`src/design/smbs_pkg.sv`:
```
package smbs_pkg;

    localparam int S_TDATA_W = 16;
    localparam int S_TUSER_W = 2;
    localparam int M_TDATA_W = 16;
    localparam int CFG_IDX_W = 2;
    localparam int CFG_DATA_W = 8;

    typedef enum logic [1:0] {
        PH_IDLE   = 2'd0,
        PH_SETTLE = 2'd1,
        PH_FIRST  = 2'd2,
        PH_SECOND = 2'd3
    } phase_t;

    typedef enum logic [1:0] {
        KIND_TICK = 2'd0,
        KIND_SEND = 2'd1,
        KIND_RECV = 2'd2,
        KIND_RSVD = 2'd3
    } kind_t;

    localparam logic [CFG_IDX_W-1:0] CFG_SPI_MODE  = 2'd0;
    localparam logic [CFG_IDX_W-1:0] CFG_LSB_FIRST = 2'd1;
    localparam logic [CFG_IDX_W-1:0] CFG_HALF_PER  = 2'd2;

    typedef struct packed {
        logic [1:0] spi_mode;
        logic       lsb_first;
        logic [7:0] half_period_ticks;
    } cfg_t;

    typedef struct packed {
        logic [7:0] rx_byte;
        logic       done_res;
        logic       busy_res;
        logic       mosi_level;
        logic       sclk_level;
    } res_t;

endpackage

```
`src/design/smbs_cfg_regs.sv`:
```
module smbs_cfg_regs (
    input  logic                              clk,
    input  logic                              rst_n,
    input  logic                              cfg_valid,
    output logic                              cfg_ready,
    input  logic [smbs_pkg::CFG_IDX_W-1:0]    cfg_index,
    input  logic [smbs_pkg::CFG_DATA_W-1:0]   cfg_data,
    output smbs_pkg::cfg_t                    cfg
);

    logic [1:0] spi_mode_reg;
    logic       lsb_first_reg;
    logic [7:0] half_period_reg;

    assign cfg_ready = 1'b1;

    always_ff @(posedge clk or negedge rst_n)
    begin
        if (!rst_n)
        begin
            spi_mode_reg    <= 2'd0;
            lsb_first_reg   <= 1'b0;
            half_period_reg <= 8'd1;
        end
        else if (cfg_valid)
        begin
            case (cfg_index)
                smbs_pkg::CFG_SPI_MODE:  spi_mode_reg    <= cfg_data[1:0];
                smbs_pkg::CFG_LSB_FIRST: lsb_first_reg   <= cfg_data[0];
                smbs_pkg::CFG_HALF_PER:  half_period_reg <= cfg_data[7:0];
                default:                 ;
            endcase
        end
    end

    assign cfg.spi_mode          = spi_mode_reg;
    assign cfg.lsb_first         = lsb_first_reg;
    assign cfg.half_period_ticks = half_period_reg;

endmodule

```
`src/design/smbs_engine.sv`:
```
module smbs_engine #(
    parameter int BITS_PER_WORD = 8
) (
    input  logic                clk,
    input  logic                rst_n,
    input  logic                step,
    input  logic [1:0]          kind,
    input  logic [7:0]          tx_byte,
    input  logic                miso_level,
    input  smbs_pkg::cfg_t      cfg,
    output smbs_pkg::res_t      res
);

    localparam int CW = $clog2(BITS_PER_WORD + 1);
    localparam int IW = (BITS_PER_WORD > 1) ? $clog2(BITS_PER_WORD) : 1;

    smbs_pkg::phase_t           phase_reg, phase_next;
    logic [CW-1:0]              bit_reg, bit_next, bit_inc;
    logic [BITS_PER_WORD-1:0]   shift_reg, shift_next, tx_word;
    logic [7:0]                 tick_reg, tick_next, tick_inc, half;
    logic                       recv_reg, recv_next;
    logic                       sclk_reg, sclk_next;
    logic                       mosi_reg, mosi_next;
    logic                       cpol, cpha, enter_first, done, is_start;
    logic [7:0]                 rx;

    function automatic logic [IW-1:0] bit_sel(input logic [CW-1:0] n, input logic lsb);
        logic [IW-1:0] low;
        low = n[IW-1:0];
        return lsb ? low : (IW'(BITS_PER_WORD - 1) - low);
    endfunction

    assign cpol     = cfg.spi_mode[1];
    assign cpha     = cfg.spi_mode[0];
    assign half     = (cfg.half_period_ticks == 8'd0) ? 8'd1 : cfg.half_period_ticks;
    assign tx_word  = BITS_PER_WORD'({{BITS_PER_WORD{1'b0}}, tx_byte});
    assign tick_inc = tick_reg + 8'd1;
    assign bit_inc  = bit_reg + CW'(1);
    assign is_start = (kind == smbs_pkg::KIND_SEND) || (kind == smbs_pkg::KIND_RECV);

    always_comb
    begin
        phase_next  = phase_reg;
        bit_next    = bit_reg;
        shift_next  = shift_reg;
        tick_next   = tick_reg;
        recv_next   = recv_reg;
        sclk_next   = sclk_reg;
        mosi_next   = mosi_reg;
        enter_first = 1'b0;
        done        = 1'b0;
        rx          = 8'd0;
        case (phase_reg)
            smbs_pkg::PH_IDLE:
            begin
                if (is_start)
                begin
                    recv_next  = (kind == smbs_pkg::KIND_RECV);
                    shift_next = recv_next ? '0 : tx_word;
                    bit_next   = '0;
                    tick_next  = 8'd0;
                    sclk_next  = cpol;
                    if (recv_next)
                    begin
                        mosi_next = 1'b1;
                    end
                    phase_next  = smbs_pkg::PH_SETTLE;
                    enter_first = (half <= 8'd1);
                end
            end
            default:
            begin
                tick_next = tick_inc;
                if (tick_inc >= half)
                begin
                    tick_next = 8'd0;
                    case (phase_reg)
                        smbs_pkg::PH_SETTLE:
                        begin
                            enter_first = 1'b1;
                        end
                        smbs_pkg::PH_FIRST:
                        begin
                            phase_next = smbs_pkg::PH_SECOND;
                            sclk_next  = cpol ^ cpha ^ 1'b1;
                            if (recv_reg)
                            begin
                                shift_next[bit_sel(bit_reg, cfg.lsb_first)] =
                                    shift_reg[bit_sel(bit_reg, cfg.lsb_first)] | miso_level;
                            end
                        end
                        default:
                        begin
                            bit_next = bit_inc;
                            if (bit_inc >= CW'(BITS_PER_WORD))
                            begin
                                phase_next = smbs_pkg::PH_IDLE;
                                sclk_next  = cpol;
                                done       = 1'b1;
                                if (recv_reg)
                                begin
                                    rx = 8'({8'd0, shift_reg});
                                end
                                bit_next = '0;
                            end
                            else
                            begin
                                enter_first = 1'b1;
                            end
                        end
                    endcase
                end
            end
        endcase
        if (enter_first)
        begin
            phase_next = smbs_pkg::PH_FIRST;
            sclk_next  = cpol ^ cpha;
            mosi_next  = recv_next ? 1'b1 : shift_next[bit_sel(bit_next, cfg.lsb_first)];
        end
    end

    always_ff @(posedge clk or negedge rst_n)
    begin
        if (!rst_n)
        begin
            phase_reg <= smbs_pkg::PH_IDLE;
            bit_reg   <= '0;
            shift_reg <= '0;
            tick_reg  <= 8'd0;
            recv_reg  <= 1'b0;
            sclk_reg  <= 1'b0;
            mosi_reg  <= 1'b1;
        end
        else if (step)
        begin
            phase_reg <= phase_next;
            bit_reg   <= bit_next;
            shift_reg <= shift_next;
            tick_reg  <= tick_next;
            recv_reg  <= recv_next;
            sclk_reg  <= sclk_next;
            mosi_reg  <= mosi_next;
        end
    end

    assign res.sclk_level = sclk_next;
    assign res.mosi_level = mosi_next;
    assign res.busy_res   = (phase_next != smbs_pkg::PH_IDLE);
    assign res.done_res   = done;
    assign res.rx_byte    = rx;

endmodule

```
`src/design/smbs_out_stage.sv`:
```
module smbs_out_stage (
    input  logic            clk,
    input  logic            rst_n,
    input  logic            in_valid,
    output logic            in_ready,
    input  smbs_pkg::res_t  res_in,
    output logic            out_valid,
    input  logic            out_ready,
    output smbs_pkg::res_t  res_out
);

    logic           valid_reg;
    smbs_pkg::res_t data_reg;

    assign in_ready = !valid_reg || out_ready;

    always_ff @(posedge clk or negedge rst_n)
    begin
        if (!rst_n)
        begin
            valid_reg <= 1'b0;
        end
        else if (in_ready)
        begin
            valid_reg <= in_valid;
        end
    end

    always_ff @(posedge clk)
    begin
        if (in_valid && in_ready)
        begin
            data_reg <= res_in;
        end
    end

    assign out_valid = valid_reg;
    assign res_out   = data_reg;

endmodule

```
`src/design/spi_master_byte_shifter_unit.sv`:
```
// Channel | Dir | Handshake        | Payload
// s       | in  | s_tvalid/tready  | tuser: kind; tdata: tx_byte, miso_level
// m       | out | m_tvalid/tready  | tdata: sclk, mosi, busy, done, rx_byte
// cfg     | in  | cfg_valid/ready  | cfg_index, cfg_data
//
// One request per cycle while s_tready is high; its result is registered when it is accepted.
// The tick update is one pass of the engine logic between state and output registers.
// Reset (rst_n low) idles the engine, sclk low, mosi high, config to defaults.
// A stalled output holds s_tready low only while the output register is full.
// cfg_ready is always high; writes to index 3 are dropped.
module spi_master_byte_shifter_unit #(
    parameter int BITS_PER_WORD = 8
) (
    input  logic                                clk,
    input  logic                                rst_n,
    input  logic                                s_tvalid,
    output logic                                s_tready,
    input  logic [smbs_pkg::S_TDATA_W-1:0]      s_tdata,   // tx_byte[7:0], miso_level[8]
    input  logic [smbs_pkg::S_TUSER_W-1:0]      s_tuser,   // kind[1:0]
    output logic                                m_tvalid,
    input  logic                                m_tready,
    output logic [smbs_pkg::M_TDATA_W-1:0]      m_tdata,   // sclk, mosi, busy, done, rx[11:4]
    input  logic                                cfg_valid,
    output logic                                cfg_ready,
    input  logic [smbs_pkg::CFG_IDX_W-1:0]      cfg_index,
    input  logic [smbs_pkg::CFG_DATA_W-1:0]     cfg_data
);

    smbs_pkg::cfg_t cfg;
    smbs_pkg::res_t res_now;
    smbs_pkg::res_t res_out;
    logic           step;

    assign step = s_tvalid && s_tready;

    smbs_cfg_regs u_cfg (
        .clk       (clk),
        .rst_n     (rst_n),
        .cfg_valid (cfg_valid),
        .cfg_ready (cfg_ready),
        .cfg_index (cfg_index),
        .cfg_data  (cfg_data),
        .cfg       (cfg)
    );

    smbs_engine #(
        .BITS_PER_WORD (BITS_PER_WORD)
    ) u_engine (
        .clk        (clk),
        .rst_n      (rst_n),
        .step       (step),
        .kind       (s_tuser[1:0]),
        .tx_byte    (s_tdata[7:0]),
        .miso_level (s_tdata[8]),
        .cfg        (cfg),
        .res        (res_now)
    );

    smbs_out_stage u_out (
        .clk       (clk),
        .rst_n     (rst_n),
        .in_valid  (s_tvalid),
        .in_ready  (s_tready),
        .res_in    (res_now),
        .out_valid (m_tvalid),
        .out_ready (m_tready),
        .res_out   (res_out)
    );

    assign m_tdata = {4'd0, res_out.rx_byte, res_out.done_res, res_out.busy_res,
                      res_out.mosi_level, res_out.sclk_level};

endmodule

```
`config.mk`:
```
export PLATFORM = sky130hd
export DESIGN_NAME = spi_master_byte_shifter_unit
export DESIGN_NICKNAME = d
export VERILOG_FILES = /design/src/design/smbs_pkg.sv /design/src/design/smbs_cfg_regs.sv /design/src/design/smbs_engine.sv /design/src/design/smbs_out_stage.sv /design/src/design/spi_master_byte_shifter_unit.sv
export SDC_FILE = /design/constraint.sdc
export NUM_CORES = 1
export LEC_CHECK = 0
export ABC_AREA = 1
export ABC_CLOCK_PERIOD_IN_PS = 3850
export BUFFER_PORTS_ARGS = -buffer_cell sky130_fd_sc_hd__buf_2
export CAP_MARGIN = 20
export CELL_PAD_IN_SITES_DETAIL_PLACEMENT = 1
export CELL_PAD_IN_SITES_GLOBAL_PLACEMENT = 2
export CORE_MARGIN = 1.5
export CORE_UTILIZATION = 30
export CTS_CLUSTER_DIAMETER = 60
export CTS_CLUSTER_SIZE = 20
export DETAILED_ROUTE_END_ITERATION = 10
export PLACE_DENSITY_LB_ADDON = 0.1
export SYNTH_ARGS = -nofsm -noshare
export SYNTH_HDL_FRONTEND = slang
export SYNTH_SLANG_ARGS = --single-unit
```
`constraint.sdc`:
```
create_clock -name clk -period 3.85 [get_ports clk]
set_input_delay 0.385 -clock clk [delete_from_list [all_inputs] [get_ports clk]]
set_output_delay 0.385 -clock clk [all_outputs]
set_load 0.1 [all_outputs]
```
==> impl_metrics.json, run 1 <==
{
  "reg2regPathDepth": 16,
  "yosysMostFrequentCell": "nand2_1",
  "ys_types": 38,
  "synthXorXnorAreaFrac": 0.0292,
  "p_leak_uw": 0.00187,
  "holdWs_ns": 0.183,
  "dpl.cell_count": 615,
  "final_hold_viol_count": 0,
  "rows": 37,
  "synthArstFlopShare": 0.755,
  "areaGrowthSynthToFinish_pct": 12.8,
  "setup_viol": 0,
  "period_needed_ns": 3.33,
  "die_area_um2": 11500,
  "clock-sinks": 49,
  "critPathSlowestCell": "dfrtp_1",
  "wl_mm": 9.14,
  "crit_buf_inv": 3,
  "core_um2": 10400,
  "yosys_warnings": 0,
  "synth_compound_area_frac": 0.108,
  "crit_chain": "ha_1 > nand3_1 > nand3b_1 > xor2_1 > inv_1 > ha_1 > nand2_1 > nor2_1 > nand2_1 > nand2_2 > inv_1 > nor2_1 > nand2_1 > inv_1 > nand2_1 > nor2_1",
  "slew_violations": 0,
  "power_density_nw_per_um2": 623,
  "num-fill-cells": 1336,
  "postLayoutCellArea_um2": 3670,
  "synth_edf_count": 12,
  "status": "complete, no violations",
  "final_nets": 533,
  "antenna_cells": 0,
  "crit_path_end_kind": "flip-flop",
  "syn-instance-count": 448,
  "crit_path_start_kind": "flip-flop",
  "drive_gt1_frac": 0.150,
  "place_area_um2": 3570,
  "worst-path-max-fanout": 14,
  "antenna_found_initial": 0,
  "track_usage": 0.175,
  "cts_root_buffer": "clkbuf_8",
  "setup_ws_ns": 0.518,
  "place_congestion": 0.749,
  "seq_area_frac_synth": 0.396,
  "port-buffer-count": 39,
  "grt_pass1_wl_mm": 15.7,
  "peakVddDrop_uv": 250,
  "slew-limit-headroom": 0.389,
  "hpwl_mm": 6.92,
  "drv_cap": 0,
  "drc": 0,
  "clock_path_buffers": 2,
  "dieHeight_um": 107,
  "layout_worst_path_cycle_share": 0.865,
  "fmax_mhz": 300,
  "numCtsBuffers": 5,
  "ff2ff_setup_slack_ns": 0.52,
  "critPathKind": "flip-flop to flip-flop",
  "grt_max_degree": 38,
  "place_ws_ns": 0.316,
  "die_x_um": 107,
  "cts_setup_buffers": 0,
  "final_cells": 623,
  "drtIter0Drc": 98,
  "largest_reg_flops": 12,
  "ys_ff_latch": 49,
  "via_count": 2976,
  "crit_top_cell": "nand2_1",
  "postRouteAntennaNets": 0,
  "first_pass_iters": 4,
  "io_pins": 52,
  "hp-class": "primary input to async pin",
  "arrival_ns": 3.48,
  "synth_largest_area_cell": "dfrtp_1",
  "synth_area_um2": 3260,
  "via_per_inst": 4.78,
  "initial_core_util": 0.313,
  "wl_per_cell_um": 14.7,
  "grt_pass1_vias": 3082,
  "hold_buffers": 0,
  "muxShareOfSynthArea": 0,
  "required_ns": 4.00,
  "ys_top_cells_by_area": "dfrtp_1 27%, nand2_1 14%, edfxtp_1 11%",
  "cts_tree": "yes",
  "synth_area_per_cell_um2": 7.27,
  "clk_pin_slew_worst_paths_ns": 0.11,
  "worst-slew-pin-transition_ns": 0.916,
  "synth_adder_area_share": 0.0538,
  "path_delay_family": "simple AND/OR/NAND/NOR gates",
  "yosys-top-cells-count": "122 x nand2_1, 54 x inv_1, 52 x nor2_1",
  "rr_endpoint": "u_out.res_out[5]$_SDFFCE_PP0P_",
  "yosys.area_share.simple": 0.316,
  "insertion_delay_ns": 0.32,
  "cts_htree_levels": 2,
  "synthFlopType": "dfrtp_1",
  "synth_top_family_by_area": "simple AND/OR/NAND/NOR gates",
  "max_stage_delay_ns": 0.43,
  "rsz0062_at_grt": "no",
  "synth_top_area_frac": 0.269,
  "grt_overflow_total": 0,
  "skew_ns": 0.0149,
  "rr_startpoint": "u_engine.tick_reg[0]$_DFFE_PN0P_",
  "tns_ns": 0
}
[report_power, final]
group          switching (uW)  total [uW]  internal [uW]
clock                     192         359            167
combinational             776        1120            346
sequential                132         808            676
[layer usage]
metal / up-vias / GRT usage / routed length, um
li1: 1508 / - / -
met1: 1431 / 0.249 / 4750
met2: 32 / 0.283 / 4130
met3: 5 / 0.0243 / 197
met4: 0 / 0.0314 / 63
met5: - / 0 / 0
[cells by family (layout without fill, tap and decap cells)]
family / Yosys count / count (layout)
buffers and inverters: 74 / 110
adders and majority gates: 14 / 14
xor gates and xnor gates: 10 / 10
AOI/OAI and AO/OA: 62 / 62
other: 2 / 5
DFF: 49 / 49
and+or+nand+nor: 237 / 237
[what timing repair did]
item,4_1_cts,5_1_grt
endpoints found under the hold margin,0,0
gates resized for setup,0,1
setup endpoints to repair,0,12
[cells in the final DEF, fill, tap and decap left out, drive strengths merged, types with 3 or more instances in the layout]
| cell type | count |
|---|---|
| conb | 5 |
| xor2 | 9 |
| o21ai | 27 |
| dfrtp | 35 |
| nand4 | 3 |
| clkbuf | 7 |
| ha | 14 |
| o22ai | 4 |
| buf | 41 |
| inv | 59 |
| o211ai | 4 |
| nor2 | 55 |
| nand2 | 128 |
| a21oi | 22 |
| nand3 | 44 |
| edfxtp | 12 |
| clkinv | 3 |
[per-stage QoR]
step	utilization	power, uW
final	0.353	2290
after floorplan	-	1660
after detailed placement	0.342	1950
after CTS	0.352	2320
after global routing	0.353	2520
after global placement	0.342	1920
[how the worst max path moves through the flow]
stage	start	endpoint	slack [ns]	depth (start not counted)
2_1_floorplan	u_out.out_valid$_DFFE_PN0N_	u_engine.tick_reg[5]$_DFFE_PN0P_	0.80	5
3_3_place_gp	u_engine.tick_reg[0]$_DFFE_PN0P_	u_out.res_out[1]$_DFFE_PP_	0.37	18
3_5_place_dp	u_engine.tick_reg[0]$_DFFE_PN0P_	u_out.res_out[1]$_DFFE_PP_	0.32	19
4_1_cts	u_engine.tick_reg[0]$_DFFE_PN0P_	u_out.res_out[1]$_DFFE_PP_	0.27	19
5_1_grt	u_engine.tick_reg[0]$_DFFE_PN0P_	u_out.res_out[1]$_DFFE_PP_	0.04	19
6_report	u_engine.tick_reg[0]$_DFFE_PN0P_	u_out.res_out[5]$_SDFFCE_PP0P_	0.52	16
[layout make-up]
cell class                 count  area (um2)  share of cell area
clock inverter                 1        5.00             0.00136
inverter                      61         229              0.0624
tap                          136         170              0.0463
timing repair buffer          41         210              0.0572
sequential                    49        1290               0.351
multi-input combinational    328        1670               0.455
clock buffer                   7        97.6              0.0266
Note: power is estimated with default switching activity, not from simulation.
==> run 2: changes to the inputs <==
BUFFER_PORTS_ARGS = -buffer_cell sky130_fd_sc_hd__clkbuf_2   (was -buffer_cell sky130_fd_sc_hd__buf_2)
==> run 2 against run 1 <==
  * Worst setup slack got worse by 0.061 ns
  * Power rose by 1.0%
  * Design area rose by 0.99%
  * Critical endpoint is now u_out.res_out[1]$_DFFE_PP_
  * Critical path type unchanged
  * Via count barely moved
  * Clock power rose by 3%
==> impl_metrics.json, run 2 (synthesis results as in run 1) <==
{
  "internal-power_uw": 1210,
  "final_common_cell": "nand2_1",
  "setup_viol": 0,
  "drtIter0Drc": 108,
  "crit_path_end_kind": "flip-flop",
  "hpwl_mm": 7.03,
  "rsz0062_at_grt": "no",
  "hp-class": "primary input to async pin",
  "grt_pass1_wl_mm": 15.5,
  "core_um2": 10400,
  "clock_path_buffers": 2,
  "worst-path-max-fanout": 14,
  "switching_power_uw": 1100,
  "most-common-layout-cells": "121 x nand2_1, 54 x inv_1, 52 x nor2_1",
  "fin_total_pwr_uw": 2310,
  "clkPwrFrac": 0.161,
  "place_congestion": 0.749,
  "final_nets": 534,
  "drv_cap": 0,
  "path_delay_family": "simple AND/OR/NAND/NOR gates",
  "worst-slew-pin-transition_ns": 0.717,
  "wl_per_cell_um": 14.9,
  "drc": 0,
  "p_seq_frac": 0.350,
  "critPathSlowestCell": "dfrtp_1",
  "areaGrowthSynthToFinish_pct": 13.9,
  "status": "complete, no violations",
  "antenna_cells": 0,
  "insertion_delay_ns": 0.31,
  "power_switching_share": 0.476,
  "track_usage": 0.173,
  "grt_max_degree": 38,
  "final_hold_viol_count": 0,
  "wl_mm": 9.28,
  "cts_root_buffer": "clkbuf_8",
  "die_x_um": 107,
  "cts_tree": "yes",
  "slew-limit-headroom": 0.519,
  "via_count": 2978,
  "postRouteAntennaNets": 0,
  "numCtsBuffers": 5,
  "cp_num_cells": 21,
  "fmax_mhz": 295,
  "via_per_inst": 4.77,
  "grt_pass1_vias": 2989,
  "cts_htree_levels": 2,
  "crit_chain": "ha_1 > nand3_1 > nand3b_1 > xor2_1 > inv_1 > ha_1 > nand2_1 > nor2_1 > nand2_1 > nand2_2 > nand2_1 > nand3_1 > nand3_1 > nand2_1 > nand2_1 > nand3_1 > nand2_1 > nand2_1 > nand3_2 > nand2_1 > inv_1",
  "reg2regPathDepth": 21,
  "comb_power_share": 0.489,
  "p_leak_uw": 0.00189,
  "required_ns": 3.93,
  "arrival_ns": 3.47,
  "port-buffer-count": 39,
  "max_stage_delay_ns": 0.44,
  "crit_top_cell": "nand2_1",
  "peakVddDrop_uv": 257,
  "critPathKind": "flip-flop to flip-flop",
  "slew_violations": 0,
  "skew_ns": 0.00941,
  "antenna_found_initial": 0,
  "cts_setup_buffers": 0,
  "layout_worst_path_cycle_share": 0.881,
  "initial_core_util": 0.313,
  "io_pins": 52,
  "dieHeight_um": 107,
  "first_pass_iters": 4,
  "grt_overflow_total": 0,
  "period_needed_ns": 3.39,
  "largest_reg_flops": 12,
  "clk_pin_slew_worst_paths_ns": 0.10,
  "tns_ns": 0,
  "rows": 37,
  "die_area_um2": 11500,
  "crit_path_start_kind": "flip-flop",
  "drive_gt1_frac": 0.152,
  "crit_buf_inv": 2,
  "power_density_nw_per_um2": 624,
  "clock-sinks": 49
}
==> run 2: cell count changes in the layout (fill, tap and decap cells not counted), sizes merged <==
cell	previous run	this run
clkbuf	7	47
buf	41	3
clkinv	3	2
==> run 2: repair_timing <==
action | in CTS | in global routing
endpoints found under the setup margin | 0 | 11
hold buffers | 0 | 0
gates resized for setup | 0 | 1
==> run 2: per-stage QoR <==
stage                     hold slack (ns)  setup WS (ns)  cell area [um2]  utilization  std cells
final                              0.0308          0.458             3710        0.356        624
after global routing               0.0430         0.0762             3710        0.356        624
after CTS                           0.285          0.230             3680        0.353        623
after detailed placement            0.467          0.251             3570        0.342        615
after global placement              0.460          0.377             3570        0.342        615
after floorplan                    0.0894          0.801             3270            -        451
==> run 2: final cells by class <==
| type | instances | area [um2] |
|---|---|---|
| inverter | 61 | 229 |
| multi-input combinational | 328 | 1670 |
| sequential | 49 | 1290 |
| clock buffer | 8 | 111 |
| timing repair buffer | 42 | 238 |
| tap | 136 | 170 |
| fill | 1333 | 6710 |
==> run 2: worst register-to-register path, cell delays in order (launching register included) <==
cell and delay [ns]:
dfrtp_1 0.44, ha_1 0.21, nand3_1 0.12, nand3b_1 0.19, xor2_1 0.19, inv_1 0.07, ha_1 0.28, nand2_1 0.07
nor2_1 0.15, nand2_1 0.10, nand2_2 0.25, nand2_1 0.09, nand3_1 0.16, nand3_1 0.11, nand2_1 0.22, nand2_1 0.09
nand3_1 0.09, nand2_1 0.08, nand2_1 0.08, nand3_2 0.08, nand2_1 0.06, inv_1 0.04
==> run 2: path summary, 6_finish.rpt <==
kind                                                  start                              endpoint  slack, ns
max                        u_engine.tick_reg[0]$_DFFE_PN0P_            u_out.res_out[1]$_DFFE_PP_       0.46
min                                                   rst_n     u_engine.shift_reg[4]$_DFFE_PN0P_       0.03
max reg2reg                u_engine.tick_reg[0]$_DFFE_PN0P_            u_out.res_out[1]$_DFFE_PP_       0.46
min reg2reg                   u_engine.mosi_reg$_DFFE_PN1P_         u_engine.mosi_reg$_DFFE_PN1P_       0.48
max in group asynchronous                             rst_n  u_cfg.half_period_reg[0]$_DFFE_PN1P_       3.25
min in group clk                                cfg_data[7]  u_cfg.half_period_reg[7]$_DFFE_PN0P_       0.33
==> run 2: power groups by stage <==
stage          sequential [uW]  clock, uW  combinational [uW]
3_5_place_dp               821          0                1130
5_1_grt                    833        411                1300
2_1_floorplan              858          0                 803
4_1_cts                    811        392                1140
6_report                   809        371                1130
3_3_place_gp               816          0                1110
==> run 2: metal layers <==
layer	global-route usage	up-vias	share of wire
met1	0.248	1432	0.51
met3	0.0237	5	0.026
li1	-	1502	-
met4	0.0371	0	0.0068
met2	0.278	39	0.45
met5	0	-	0
==> run 3: changes to the inputs <==
CORE_UTILIZATION = 32   (was 30)
SLEW_MARGIN = 20   (was not set)
==> run 3 against run 2 <==
  * Clock skew increased by 0.0085 ns
  * Critical endpoint unchanged
  * Sequential power about the same
  * Global-route usage increased by 0.58 points
  * Via count decreased by 0.37%
  * Largest power group unchanged
==> impl_metrics.json, run 3 (synthesis results as in run 1) <==
{
  "status": "complete, no violations",
  "required_ns": 3.94,
  "wl_mm": 8.95,
  "drv_cap": 0,
  "power_density_nw_per_um2": 615,
  "numCtsBuffers": 5,
  "initial_core_util": 0.332,
  "grtUsageMet1": 0.251,
  "die_area_um2": 10800,
  "place_congestion": 0.786,
  "cts.repair.resized": 0,
  "rsz0062_at_grt": "no",
  "critPathSlowestCell": "dfrtp_1",
  "hpwl_mm": 6.89,
  "tns_ns": 0,
  "final_hold_viol_count": 0,
  "final_common_cell": "nand2_1",
  "dpl.cell_count": 612,
  "drive_gt1_frac": 0.152,
  "largest_reg_flops": 12,
  "top_usage_layer": "met2",
  "p_seq_frac": 0.359,
  "insertion_delay_ns": 0.32,
  "grt_use_met3": 0.0251,
  "period_needed_ns": 3.33,
  "cts_setup_buffers": 0,
  "core_um2": 9820,
  "clock_path_buffers": 2,
  "crit_path_end_kind": "flip-flop",
  "via_count": 2967,
  "path_delay_family": "simple AND/OR/NAND/NOR gates",
  "drc": 0,
  "clock-sinks": 49,
  "io_pins": 52,
  "comb_power_share": 0.496,
  "final_nets": 533,
  "crit_chain": "ha_1 > nand3_1 > nand3b_1 > xor2_1 > inv_1 > ha_1 > nand2_1 > nor2_1 > nand2_1 > nand2_2 > inv_1 > nor2_1 > nand3_1 > nand2_1 > inv_1 > nor2_1 > nand3_2 > nand2_1 > inv_1",
  "switching_power_uw": 1100,
  "first_pass_iters": 4,
  "skew_ns": 0.0179,
  "ff2ff_setup_slack_ns": 0.52,
  "crit_buf_inv": 4,
  "place_area_um2": 3560,
  "max_stage_delay_ns": 0.44,
  "fin_total_pwr_uw": 2250,
  "port-buffer-count": 39,
  "grt_pass1_wl_mm": 15.4,
  "drtIter0Drc": 115,
  "dieHeight_um": 104,
  "rows": 36,
  "peakVddDrop_uv": 242,
  "worst-path-max-fanout": 14,
  "p_leak_uw": 0.00187,
  "postRouteAntennaNets": 0,
  "antenna_cells": 0,
  "grt_overflow_total": 0,
  "slew_violations": 0,
  "worst-slew-pin-transition_ns": 0.949,
  "grt_pass1_vias": 3034,
  "clk_pin_slew_worst_paths_ns": 0.11,
  "layout_worst_path_cycle_share": 0.865,
  "via_per_inst": 4.79,
  "slew-limit-headroom": 0.367,
  "final_cells": 620,
  "hp-class": "primary input to async pin",
  "rr_startpoint": "u_engine.tick_reg[0]$_DFFE_PN0P_",
  "internal-power_uw": 1150,
  "hold_buffers": 0,
  "cts_tree": "yes",
  "wl_per_cell_um": 14.4,
  "setup_viol": 0,
  "power_switching_share": 0.489,
  "fmax_mhz": 300,
  "cts_htree_levels": 2,
  "track_usage": 0.179,
  "critPathKind": "flip-flop to flip-flop",
  "arrival_ns": 3.42,
  "rr_endpoint": "u_out.res_out[1]$_DFFE_PP_",
  "postLayoutCellArea_um2": 3660,
  "antenna_found_initial": 0,
  "grt_max_degree": 38,
  "reg2regPathDepth": 19,
  "holdWs_ns": 0.196,
  "clkPwrFrac": 0.146,
  "crit_path_start_kind": "flip-flop",
  "areaGrowthSynthToFinish_pct": 12.3,
  "use_met2": 0.294,
  "most-common-layout-cells": "121 x nand2_1, 54 x inv_1, 52 x nor2_1",
  "cts_root_buffer": "clkbuf_8",
  "die_x_um": 104
}
==> run 3: how the worst max path moves through the flow <==
stage / startpoint / endpoint / slack (ns) / cells past startpoint
floorplan: u_out.out_valid$_DFFE_PN0N_ / u_engine.tick_reg[5]$_DFFE_PN0P_ / 0.80 / 5
global placement: u_engine.tick_reg[0]$_DFFE_PN0P_ / u_out.res_out[1]$_DFFE_PP_ / 0.39 / 18
detailed placement: u_engine.tick_reg[0]$_DFFE_PN0P_ / u_out.res_out[1]$_DFFE_PP_ / 0.36 / 21
CTS: u_engine.tick_reg[0]$_DFFE_PN0P_ / u_out.res_out[1]$_DFFE_PP_ / 0.33 / 19
global route: u_engine.tick_reg[0]$_DFFE_PN0P_ / u_out.res_out[1]$_DFFE_PP_ / 0.07 / 21
finish: u_engine.tick_reg[0]$_DFFE_PN0P_ / u_out.res_out[1]$_DFFE_PP_ / 0.52 / 19
==> run 3: through the flow <==
| stage | setup slack [ns] | util |
|---|---|---|
| 2_1_floorplan | 0.801 | - |
| 4_1_cts | 0.329 | 0.372 |
| 5_1_grt | 0.0709 | 0.372 |
| 3_3_place_gp | 0.388 | 0.363 |
| 6_report | 0.520 | 0.372 |
| 3_5_place_dp | 0.365 | 0.363 |
==> run 3: per-layer routing <==
| layer | vias to the layer above | wire length [um] |
|---|---|---|
| met3 | 7 | 223 |
| met5 | - | 0 |
| met4 | 0 | 80 |
| li1 | 1500 | - |
| met1 | 1420 | 4590 |
| met2 | 40 | 4050 |
==> run 3: cell type report <==
type                       instances  area [um2]
clock buffer                       5        68.8
clock inverter                     3        21.3
fill                            1283        6160
inverter                          61         229
multi-input combinational        328        1670
sequential                        49        1290
tap                              133         166
timing repair buffer              41         210
==> run 3: power groups by stage <==
| stage | clock [uW] | sequential [uW] | combinational (uW) |
|---|---|---|---|
| final | 328 | 807 | 1110 |
| after global routing | 355 | 830 | 1300 |
| after CTS | 344 | 810 | 1130 |
| after detailed placement | 0 | 820 | 1120 |
| after global placement | 0 | 816 | 1100 |
| after floorplan | 0 | 858 | 803 |
